<file path="src/assert_macros.svh">
// Assertion macros for the RTL of the bencode tokenizer.
`ifndef ASSERT_MACROS_SVH
`define ASSERT_MACROS_SVH

`ifndef SYNTHESIS
// Property must hold at every clock edge outside reset.
`define BST_ASSERT(lbl, clk, rst_n, prop, msg) \
  lbl: assert property (@(posedge clk) disable iff (!rst_n) (prop)) else $error(msg);
// Condition must never be seen outside reset.
`define BST_NEVER(lbl, clk, rst_n, cond, msg) \
  lbl: assert property (@(posedge clk) disable iff (!rst_n) !(cond)) else $error(msg);
`else
`define BST_ASSERT(lbl, clk, rst_n, prop, msg)
`define BST_NEVER(lbl, clk, rst_n, cond, msg)
`endif

`endif

</file>
<file path="src/bst_pkg.sv">
// Constants for the bencode stream tokenizer.
`default_nettype none
package bst_pkg;

  // Event codes of a result
  localparam logic [2:0] EV_NONE  = 3'd0;
  localparam logic [2:0] EV_INT   = 3'd1;
  localparam logic [2:0] EV_LEN   = 3'd2;
  localparam logic [2:0] EV_BYTE  = 3'd3;
  localparam logic [2:0] EV_LIST  = 3'd4;
  localparam logic [2:0] EV_DICT  = 3'd5;
  localparam logic [2:0] EV_CLOSE = 3'd6;
  localparam logic [2:0] EV_ERR   = 3'd7;

  // Bencode syntax bytes
  localparam logic [7:0] CH_I     = 8'h69;
  localparam logic [7:0] CH_L     = 8'h6C;
  localparam logic [7:0] CH_D     = 8'h64;
  localparam logic [7:0] CH_E     = 8'h65;
  localparam logic [7:0] CH_COLON = 8'h3A;
  localparam logic [7:0] CH_0     = 8'h30;
  localparam logic [7:0] CH_9     = 8'h39;

  // Register map: word index taken from paddr[2]
  localparam logic REG_INT_LIMIT = 1'b0;
  localparam logic [31:0] INT_LIMIT_RST = 32'h0002_0000;

endpackage
`default_nettype wire

</file>
<file path="src/bencode_stream_tokenizer.sv">
// Top level of the bencode stream tokenizer: one byte in, one event out.
`default_nettype none
`include "assert_macros.svh"

// Streaming bencode tokenizer. Each accepted byte produces exactly one result
// request carrying an event code (none, integer done, string length, string
// byte, list open, dict open, close, error), a 32-bit value, the nesting depth
// after the byte, a key-position flag and a top-level-item-done flag. No tree
// is built. Throughput is one byte per clock while out_stall_i is low; a
// byte passes the input register, then the result register. The per-byte
// work (mode decode, the accumulate step acc*10+digit as two shifts and an
// add, the limit compare, the stack-top update) is combinational, which is what
// sets the one-byte-per-clock rate. The container stack lives in a small RAM
// of DEPTH entries of {kind, toggle}; the open level is kept in flops and the
// level below it is prefetched from the RAM every cycle, so a close never
// waits. The stack needs no clearing pass after reset: a level is only read
// after it was pushed. Errors (integer above int_limit, bad byte, key that is
// not a string, dangling key, close at depth 0, nesting beyond DEPTH) are
// sticky; every later byte reports error until reset. The user must write
// int_limit (APB port, byte address 0) only while idle; it is not enforced.
module bencode_stream_tokenizer
  import bst_pkg::*;
#(
  parameter int unsigned DEPTH = 16
) (
  input  wire logic        clk_i,
  input  wire logic        rst_ni,
  // APB configuration
  input  wire logic        psel,
  input  wire logic        penable,
  input  wire logic        pwrite,
  input  wire logic [2:0]  paddr,
  input  wire logic [31:0] pwdata,
  output logic      [31:0] prdata,
  output logic             pready,
  // Byte input
  input  wire logic        in_valid_i,
  output logic             in_stall_o,
  input  wire logic [7:0]  byte_in_i,
  // Event output
  output logic             out_valid_o,
  input  wire logic        out_stall_i,
  output logic      [2:0]  event_res_o,
  output logic      [31:0] value_o,
  output logic      [4:0]  depth_o,
  output logic             is_key_o,
  output logic             item_done_o
);

  localparam int unsigned NW = $clog2(DEPTH + 1);         // depth counter
  localparam int unsigned AW = (DEPTH > 1) ? $clog2(DEPTH) : 1; // stack index

  typedef enum logic [1:0] {
    MODE_ITEM,
    MODE_INT,
    MODE_LEN,
    MODE_DATA
  } mode_e;

  // ---------------- configuration ----------------
  logic [31:0] int_limit_q;
  logic        cfg_wr;

  assign pready = 1'b1;
  assign cfg_wr = psel && penable && pwrite && pready;
  assign prdata = (paddr[2] == REG_INT_LIMIT) ? int_limit_q : 32'd0;

  always_ff @(posedge clk_i or negedge rst_ni) begin
    if (!rst_ni) begin
      int_limit_q <= INT_LIMIT_RST;
    end else if (cfg_wr && (paddr[2] == REG_INT_LIMIT)) begin
      int_limit_q <= pwdata;
    end
  end

  // ---------------- state ----------------
  mode_e       mode_q, mode_d;
  logic [31:0] acc_q, acc_d;
  logic [31:0] rem_q, rem_d;
  logic [NW-1:0] nest_q, nest_d;
  logic        err_q, err_d;
  logic        top_kind_q, top_kind_d;   // 1 = dictionary
  logic        top_tog_q, top_tog_d;     // 1 = value position
  logic        fwd_q, fwd_d;             // below-top level is in fwd_data_q
  logic [1:0]  fwd_data_q;

  // Pipeline registers
  logic        v1_q;
  logic [7:0]  byte_q;
  logic        out_valid_q;
  logic [2:0]  out_event_q;
  logic [31:0] out_value_q;
  logic [4:0]  out_depth_q;
  logic        out_key_q;
  logic        out_done_q;

  // Handshake: step when the input register holds a byte and the result
  // register is free or being drained this cycle.
  logic step, in_acc;
  assign step       = v1_q && (!out_valid_q || !out_stall_i);
  assign in_stall_o = v1_q && !step;
  assign in_acc     = in_valid_i && !in_stall_o;

  // ---------------- stack RAM ----------------
  logic          push;
  logic          ram_we;
  logic [NW-1:0] wr_lvl, rd_lvl;
  logic [1:0]    ram_rdata;
  logic [1:0]    below;

  assign wr_lvl = nest_q - NW'(1);
  assign rd_lvl = nest_d - NW'(2);
  assign ram_we = step && push && (nest_q != '0);
  // The level under the top: just-pushed old top, else the prefetched entry.
  assign below  = fwd_q ? fwd_data_q : ram_rdata;

  bst_ram #(
    .WIDTH (2),
    .DEPTH (DEPTH)
  ) u_stack (
    .clk_i   (clk_i),
    .we_i    (ram_we),
    .waddr_i (wr_lvl[AW-1:0]),
    .wdata_i ({top_kind_q, top_tog_q}),
    .raddr_i (rd_lvl[AW-1:0]),
    .rdata_o (ram_rdata)
  );

  // ---------------- per-byte logic ----------------
  logic [35:0] acc_x10;
  logic        is_digit;
  logic        in_key;
  logic [31:0] rem_dec;
  logic [2:0]  ev;
  logic [31:0] val;
  logic        key, done;
  logic [NW+4:0] depth_ext;

  assign acc_x10  = {1'b0, acc_q, 3'b000} + {3'b000, acc_q, 1'b0}
                  + {32'd0, byte_q[3:0]};
  assign is_digit = (byte_q >= CH_0) && (byte_q <= CH_9);
  assign in_key   = (nest_q != '0) && top_kind_q && !top_tog_q;
  assign rem_dec  = rem_q - 32'd1;

  always_comb begin
    mode_d     = mode_q;
    acc_d      = acc_q;
    rem_d      = rem_q;
    nest_d     = nest_q;
    err_d      = err_q;
    top_kind_d = top_kind_q;
    top_tog_d  = top_tog_q;
    push       = 1'b0;
    ev         = EV_NONE;
    val        = 32'd0;
    key        = 1'b0;
    done       = 1'b0;

    if (step && !err_q) begin
      unique case (mode_q)
        MODE_ITEM: begin
          if (byte_q == CH_I || byte_q == CH_L || byte_q == CH_D) begin
            if (in_key) begin
              err_d = 1'b1;               // keys must be strings
            end else if (byte_q == CH_I) begin
              mode_d = MODE_INT;
              acc_d  = 32'd0;
            end else if (nest_q >= NW'(DEPTH)) begin
              err_d = 1'b1;               // too deep
            end else begin
              push       = 1'b1;
              top_kind_d = (byte_q == CH_D);
              top_tog_d  = 1'b0;
              nest_d     = nest_q + NW'(1);
              ev         = (byte_q == CH_D) ? EV_DICT : EV_LIST;
            end
          end else if (byte_q == CH_E) begin
            if (nest_q == '0) begin
              err_d = 1'b1;               // close with nothing open
            end else if (top_kind_q && top_tog_q) begin
              err_d = 1'b1;               // key without value
            end else begin
              nest_d = nest_q - NW'(1);
              ev     = EV_CLOSE;
              if (nest_q == NW'(1)) begin
                done = 1'b1;
              end else begin
                top_kind_d = below[1];
                top_tog_d  = ~below[0];
              end
            end
          end else if (is_digit) begin
            mode_d = MODE_LEN;
            acc_d  = {28'd0, byte_q[3:0]};
          end else begin
            err_d = 1'b1;
          end
        end
        MODE_INT: begin
          if (byte_q == CH_E) begin
            key    = in_key;
            ev     = EV_INT;
            val    = acc_q;
            mode_d = MODE_ITEM;
            if (nest_q == '0) done = 1'b1;
            else top_tog_d = ~top_tog_q;
          end else if (is_digit) begin
            if (acc_x10 > {4'd0, int_limit_q}) err_d = 1'b1;
            else acc_d = acc_x10[31:0];
          end else begin
            err_d = 1'b1;
          end
        end
        MODE_LEN: begin
          if (byte_q == CH_COLON) begin
            key = in_key;
            ev  = EV_LEN;
            val = acc_q;
            if (acc_q == 32'd0) begin
              // empty string completes here
              mode_d = MODE_ITEM;
              if (nest_q == '0) done = 1'b1;
              else top_tog_d = ~top_tog_q;
            end else begin
              rem_d  = acc_q;
              mode_d = MODE_DATA;
            end
          end else if (is_digit) begin
            if (acc_x10[35:32] != 4'd0) err_d = 1'b1;
            else acc_d = acc_x10[31:0];
          end else begin
            err_d = 1'b1;
          end
        end
        MODE_DATA: begin
          key   = in_key;
          ev    = EV_BYTE;
          val   = {24'd0, byte_q};
          rem_d = rem_dec;
          if (rem_dec == 32'd0) begin
            mode_d = MODE_ITEM;
            if (nest_q == '0) done = 1'b1;
            else top_tog_d = ~top_tog_q;
          end
        end
        default: begin
          err_d = 1'b1;
        end
      endcase
    end

    if (step && err_d) begin
      ev   = EV_ERR;
      val  = 32'd0;
      key  = 1'b0;
      done = 1'b0;
    end

    fwd_d = step ? push : fwd_q;
  end

  assign depth_ext = {5'd0, nest_d};

  // ---------------- registers ----------------
  always_ff @(posedge clk_i or negedge rst_ni) begin
    if (!rst_ni) begin
      mode_q      <= MODE_ITEM;
      acc_q       <= 32'd0;
      rem_q       <= 32'd0;
      nest_q      <= '0;
      err_q       <= 1'b0;
      fwd_q       <= 1'b0;
      v1_q        <= 1'b0;
      out_valid_q <= 1'b0;
    end else begin
      mode_q <= mode_d;
      acc_q  <= acc_d;
      rem_q  <= rem_d;
      nest_q <= nest_d;
      err_q  <= err_d;
      fwd_q  <= fwd_d;

      if (in_acc) v1_q <= 1'b1;
      else if (step) v1_q <= 1'b0;

      if (step) out_valid_q <= 1'b1;
      else if (!out_stall_i) out_valid_q <= 1'b0;
    end
  end

  // Payload registers, no reset needed
  always_ff @(posedge clk_i) begin
    top_kind_q <= top_kind_d;
    top_tog_q  <= top_tog_d;
    if (step && push) fwd_data_q <= {top_kind_q, top_tog_q};
    if (in_acc) byte_q <= byte_in_i;
    if (step) begin
      out_event_q <= ev;
      out_value_q <= val;
      out_depth_q <= depth_ext[4:0];
      out_key_q   <= key;
      out_done_q  <= done;
    end
  end

  assign out_valid_o = out_valid_q;
  assign event_res_o = out_event_q;
  assign value_o     = out_value_q;
  assign depth_o     = out_depth_q;
  assign is_key_o    = out_key_q;
  assign item_done_o = out_done_q;

  // ---------------- assertions ----------------
  `BST_ASSERT(a_err_sticky, clk_i, rst_ni, err_q |=> err_q, "error flag cleared")
  `BST_NEVER(a_depth_range, clk_i, rst_ni, nest_q > NW'(DEPTH), "nesting beyond DEPTH")
  `BST_ASSERT(a_data_rem, clk_i, rst_ni, (mode_q == MODE_DATA && !err_q) |-> (rem_q != 32'd0), "string data with no bytes left")
  `BST_ASSERT(a_err_payload, clk_i, rst_ni, (out_valid_q && out_event_q == EV_ERR) |-> (out_value_q == 32'd0 && !out_key_q && !out_done_q), "error event with payload")

endmodule
`default_nettype wire

</file>
<file path="src/bst_ram.sv">
// Generic single-write, single-read RAM with registered read data.
`default_nettype none
module bst_ram #(
  parameter int unsigned WIDTH  = 2,
  parameter int unsigned DEPTH  = 16,
  parameter int unsigned ADDR_W = (DEPTH > 1) ? $clog2(DEPTH) : 1
) (
  input  wire logic              clk_i,
  input  wire logic              we_i,
  input  wire logic [ADDR_W-1:0] waddr_i,
  input  wire logic [WIDTH-1:0]  wdata_i,
  input  wire logic [ADDR_W-1:0] raddr_i,
  output logic      [WIDTH-1:0]  rdata_o
);

  logic [WIDTH-1:0] mem_q [DEPTH];

  always_ff @(posedge clk_i) begin
    if (we_i) begin
      mem_q[waddr_i] <= wdata_i;
    end
    rdata_o <= mem_q[raddr_i];
  end

endmodule
`default_nettype wire
</file>
<file path="config.mk">
export PLATFORM = sky130hd
export DESIGN_NAME = bencode_stream_tokenizer
export DESIGN_NICKNAME = d
export VERILOG_FILES = /design/src/bst_pkg.sv /design/src/bencode_stream_tokenizer.sv /design/src/bst_ram.sv
export VERILOG_INCLUDE_DIRS = /design/src /design/src/src
export SDC_FILE = /design/constraint.sdc
export NUM_CORES = 1
export LEC_CHECK = 0
export BUFFER_PORTS_ARGS = -buffer_cell sky130_fd_sc_hd__buf_2
export CORE_AREA = 2 2 216 218
export CTS_CLUSTER_DIAMETER = 60
export DETAILED_ROUTE_END_ITERATION = 10
export DIE_AREA = 0 0 218 220
export PLACE_DENSITY = 0.42
export RECOVER_POWER = 100
export SLEW_MARGIN = 20
export SYNTH_ARGS = -nofsm -noshare
export SYNTH_HDL_FRONTEND = slang
export SYNTH_HIERARCHICAL = 1
export SYNTH_SLANG_ARGS = --single-unit
</file>
<file path="constraint.sdc">
create_clock -name clk_i -period 6.3 [get_ports clk_i]
set_clock_uncertainty 0.2 [all_clocks]
set_input_delay 1.26 -clock clk_i [delete_from_list [all_inputs] [get_ports clk_i]]
set_output_delay 1.26 -clock clk_i [all_outputs]
set_load 0.03 [all_outputs]
</file>
==> results.py <==
metrics = {
    "die": {
        "die_h_um": 220,
        "rows": 79,
        "dieArea_um2": 48000,
        "start_util_pct": 27.5,
        "io_pins": 127,
        "fp.dieW_um": 218,
        "core_um2": 45900,
    },
    "detailed_routing": {
        "first_pass_iters": 5,
        "drtAntennaViolNets": 0,
        "drcViolationCount": 0,
        "vias": 10325,
        "routedWlPerCell_um": 18.8,
        "first_iter_violations": 615,
        "viasPerCell": 5.07,
        "routed_wl_um": 38300,
    },
    "yosys": {
        "ys_types": 92,
        "synth_ff_type": "dfrtp_1",
        "yosysWarningCount": 6,
        "synth_area_leaders": "dfrtp_1, edfxtp_1, ha_1",
        "synth_seq_cells": 195,
        "syn_area_per_cell_um2": 9.92,
        "synth_largest_area_cell": "dfrtp_1",
        "syn-cell-area_um2": 12600,
        "ys_seq_area_share_pct": 42.1,
        "yosys-top-cells-count": "dfrtp_1, ha_1, o21ai_0, a21oi_1, nand2_1",
        "syn_inst": 1271,
        "yosysTopAreaCellShare_pct": 21.0,
        "synthesis.nets": 1429,
        "synth_edf_count": 86,
        "synthArstFlopShare_pct": 54.9,
    },
    "power_and_ir_drop": {
        "comb_power_share_pct": 13.2,
        "power_switching_uw": 848,
        "ir_drop_v": 0.000213,
        "power.density_nw_per_um2": 195,
        "power.total_uw": 2890,
        "internal_power_uw": 2040,
        "sw_frac_of_total_pct": 29.4,
        "seqPwrFrac_pct": 49.5,
        "p_clk_share_pct": 37.3,
        "p_leak_uw": 0.00642,
    },
    "layout": {
        "postLayoutCoreUtil_pct": 32.3,
        "regArea_um2": 5300,
        "fillers": 4841,
        "final_nets": 1573,
        "multi_input_area_um2": 6890,
        "areaGrowthSynthToFinish_pct": 17.5,
        "drive_gt1_share_pct": 15.9,
        "antenna_cells": 0,
        "final_cell_count_no_fill": 2035,
    },
    "status": {
        "status": "finished, violations left",
        "violations": "capacitance limit, slew limit",
    },
    "setup_path": {
        "worstPathCellList": "fa_1, ha_1, a211o_1, a211oi_2, nor3b_2, o21a_1, or2_2, a31oi_4, buf_4, o31ai_1, xnor2_1, inv_1, ha_4, nand4_1, nor2_1, o2bb2ai_2, or3_1, or4_4, nand4_1, nand4_4, buf_12, nor2_4, mux2_2",
        "crit_top_cell": "nand4_1",
        "critPathMaxFanout": 6,
        "path_class": "reg -> reg",
        "cp.required_ps": 6480,
        "crit_family": "simple AND/OR/NAND/NOR gates",
        "cp_num_buf_inv": 3,
        "worst_setup_path_end_kind": "flop",
        "reg2reg_from": "byte_q[3]$_DFFE_PP_",
        "reg2regPathDepth": 23,
        "r2r-end": "acc_q[2]$_DFFE_PN0P_",
        "critPathMaxStageDelay_ps": 590,
        "crit_path_start": "byte_q[3]$_DFFE_PP_",
        "reg2reg_slack_ps": 220,
        "cp_num_cells": 23,
        "slowest_stage": "fa_1",
        "cp-start-kind": "flop",
        "critPathArrivalTime_ps": 6260,
        "critPathCapture": "acc_q[2]$_DFFE_PN0P_",
    },
    "placement": {
        "io_buffers": 123,
        "dp_hpwl_um": 28000,
        "placed_cells": 1994,
        "dp_slack_ps": -115,
        "gp_congestion": 0.848,
    },
    "timing": {
        "slew-limit-headroom_pct": -164,
        "tightest_slew_ps": 3970,
        "rsz0062_at_grt": "true",
        "drv_slew": 238,
        "holdWs_ps": 288,
        "fin_crit_sh_pct": 96.5,
        "fmax_mhz": 164,
        "setup_slack_ps": 218,
        "setup_viol": 0,
        "layout_min_cycle_time_ps": 6080,
        "hold_viol": 0,
    },
    "global_routing": {
        "grt_pass1_wl_um": 59200,
        "antenna_found_initial": 0,
        "grt_start_max_net_pins": 67,
        "overflow": 0,
        "grt_pass1_vias": 10225,
        "grt_use_total_pct": 16.2,
    },
    "clocking": {
        "h-tree-depth": 4,
        "cts.sink_count": 195,
        "clockBufferDepth": 2,
        "cts_tree": "built",
        "cts_root_buf": "clkbuf_16",
        "cts-hold-fix-buffers": 0,
        "path_clk_slew_ps": 80,
        "clk_latency_ps": 500,
        "numCtsBuffers": 17,
    },
    "run": {
        "drv_cap": 5,
    },
    "hold_path": {
        "min_path_type": "reg -> reg",
    },
}
-- cells by family after synthesis --
kind of cell | count (synthesis) | synth area share (%)
adders and majority gates | 108 | 10.8
muxes | 50 | 5.29
DFF | 195 | 42.1
AOI/OAI and AO/OA | 357 | 18.2
xor gates and xnor gates | 34 | 2.36
buffers and inverters | 120 | 4.09
other | 1 | 0.0297
and+or+nand+nor | 406 | 17.1
-- how the worst min path moves through the flow --
stage / from / to / slack (ps) / depth (start not counted)
after floorplan: v1_q$_DFFE_PN0P_ / out_valid_o$_DFFE_PN0P_ / 260 / 1
after global placement: v1_q$_DFFE_PN0P_ / out_valid_o$_DFFE_PN0P_ / 270 / 1
after detailed placement: v1_q$_DFFE_PN0P_ / out_valid_o$_DFFE_PN0P_ / 270 / 1
after CTS: v1_q$_DFFE_PN0P_ / out_valid_o$_DFFE_PN0P_ / 290 / 1
after global routing: int_limit_q[21]$_DFFE_PN0P_ / int_limit_q[21]$_DFFE_PN0P_ / 320 / 1
final: v1_q$_DFFE_PN0P_ / out_valid_o$_DFFE_PN0P_ / 290 / 1
-- metal layers --
layer	track usage (%)	part of all wire [%]	vias to the layer above	routed length (um)
met5	0	0	-	0
met4	5.24	2.3	0	887
met3	3.78	3.4	45	1290
met2	25.2	46	191	17700
met1	22.2	48	5012	18400
li1	-	-	5077	-
-- flip-flops by register name (all words and copies together) (netlist names), 3 cells and up --
signal         cells
int_limit_q       32
event_res_o        3
byte_q             8
u_stack/mem_q     32
nest_q             5
value_o           32
rem_q             32
depth_o            5
acc_q             32
-- worst register-to-register path, delay by kind of cell, from the launching register on --
family | cells | cell delay [ps]
buf+inv | 3 | 450
simple gates | 9 | 1930
mux | 1 | 350
flops | 1 | 430
xor+xnor | 1 | 210
fa+ha+maj | 3 | 1070
compound gates | 6 | 1330
-- power groups by stage --
| stage | logic [uW] | registers (uW) | clock network [uW] |
|---|---|---|---|
| final | 381 | 1430 | 1080 |
| after global routing | 426 | 1440 | 1170 |
| after CTS | 396 | 1430 | 1130 |
| after detailed placement | 395 | 1460 | 0 |
| after global placement | 390 | 1450 | 0 |
| after floorplan | 228 | 1480 | 0 |
-- per-stage QoR --
| stage | TNS, ps | instance area [um2] |
|---|---|---|
| 6_report | 0 | 14800 |
| 5_1_grt | -805 | 14800 |
| 4_1_cts | -10.6 | 14700 |
| 3_5_place_dp | -2320 | 14100 |
| 3_3_place_gp | 0 | 14100 |
| 2_1_floorplan | 0 | 12600 |
-- cells in the final DEF (no fill, tap or decap), types with 13 or more instances in the layout --
master and instances:
dfrtp_1 106, ha_1 104, nand2_1 90, a21oi_1 89, o21ai_0 89, edfxtp_1 86, nor2_1 85, clkbuf_1 83
inv_1 59, buf_4 51, nand3_1 46, buf_2 44, nor3_1 37, mux2_2 37, and3_1 34, o22ai_1 33
o31ai_1 29, clkbuf_16 20, xnor2_1 19, nand4_1 19, a21o_1 16, nor4_1 16, xor2_1 13
-- final cells by class --
cell class | count | share of cell area [%]
well taps | 607 | 5.13
inverters | 59 | 1.50
repair buffers | 186 | 7.20
flip-flops and latches | 195 | 35.8
clock inverters | 15 | 0.980
clock buffers | 17 | 2.87
multi-input cells | 956 | 46.5
-- repair_timing --
| item | in CTS | in global routing |
|---|---|---|
| resized for setup | 2 | 32 |
| cloned | 0 | 3 |
| setup buffers | 0 | 6 |
| pin swaps | 0 | 13 |
| endpoints found under the setup margin | 59 | 69 |
No activity file was read; power rests on OpenSTA's default activity.
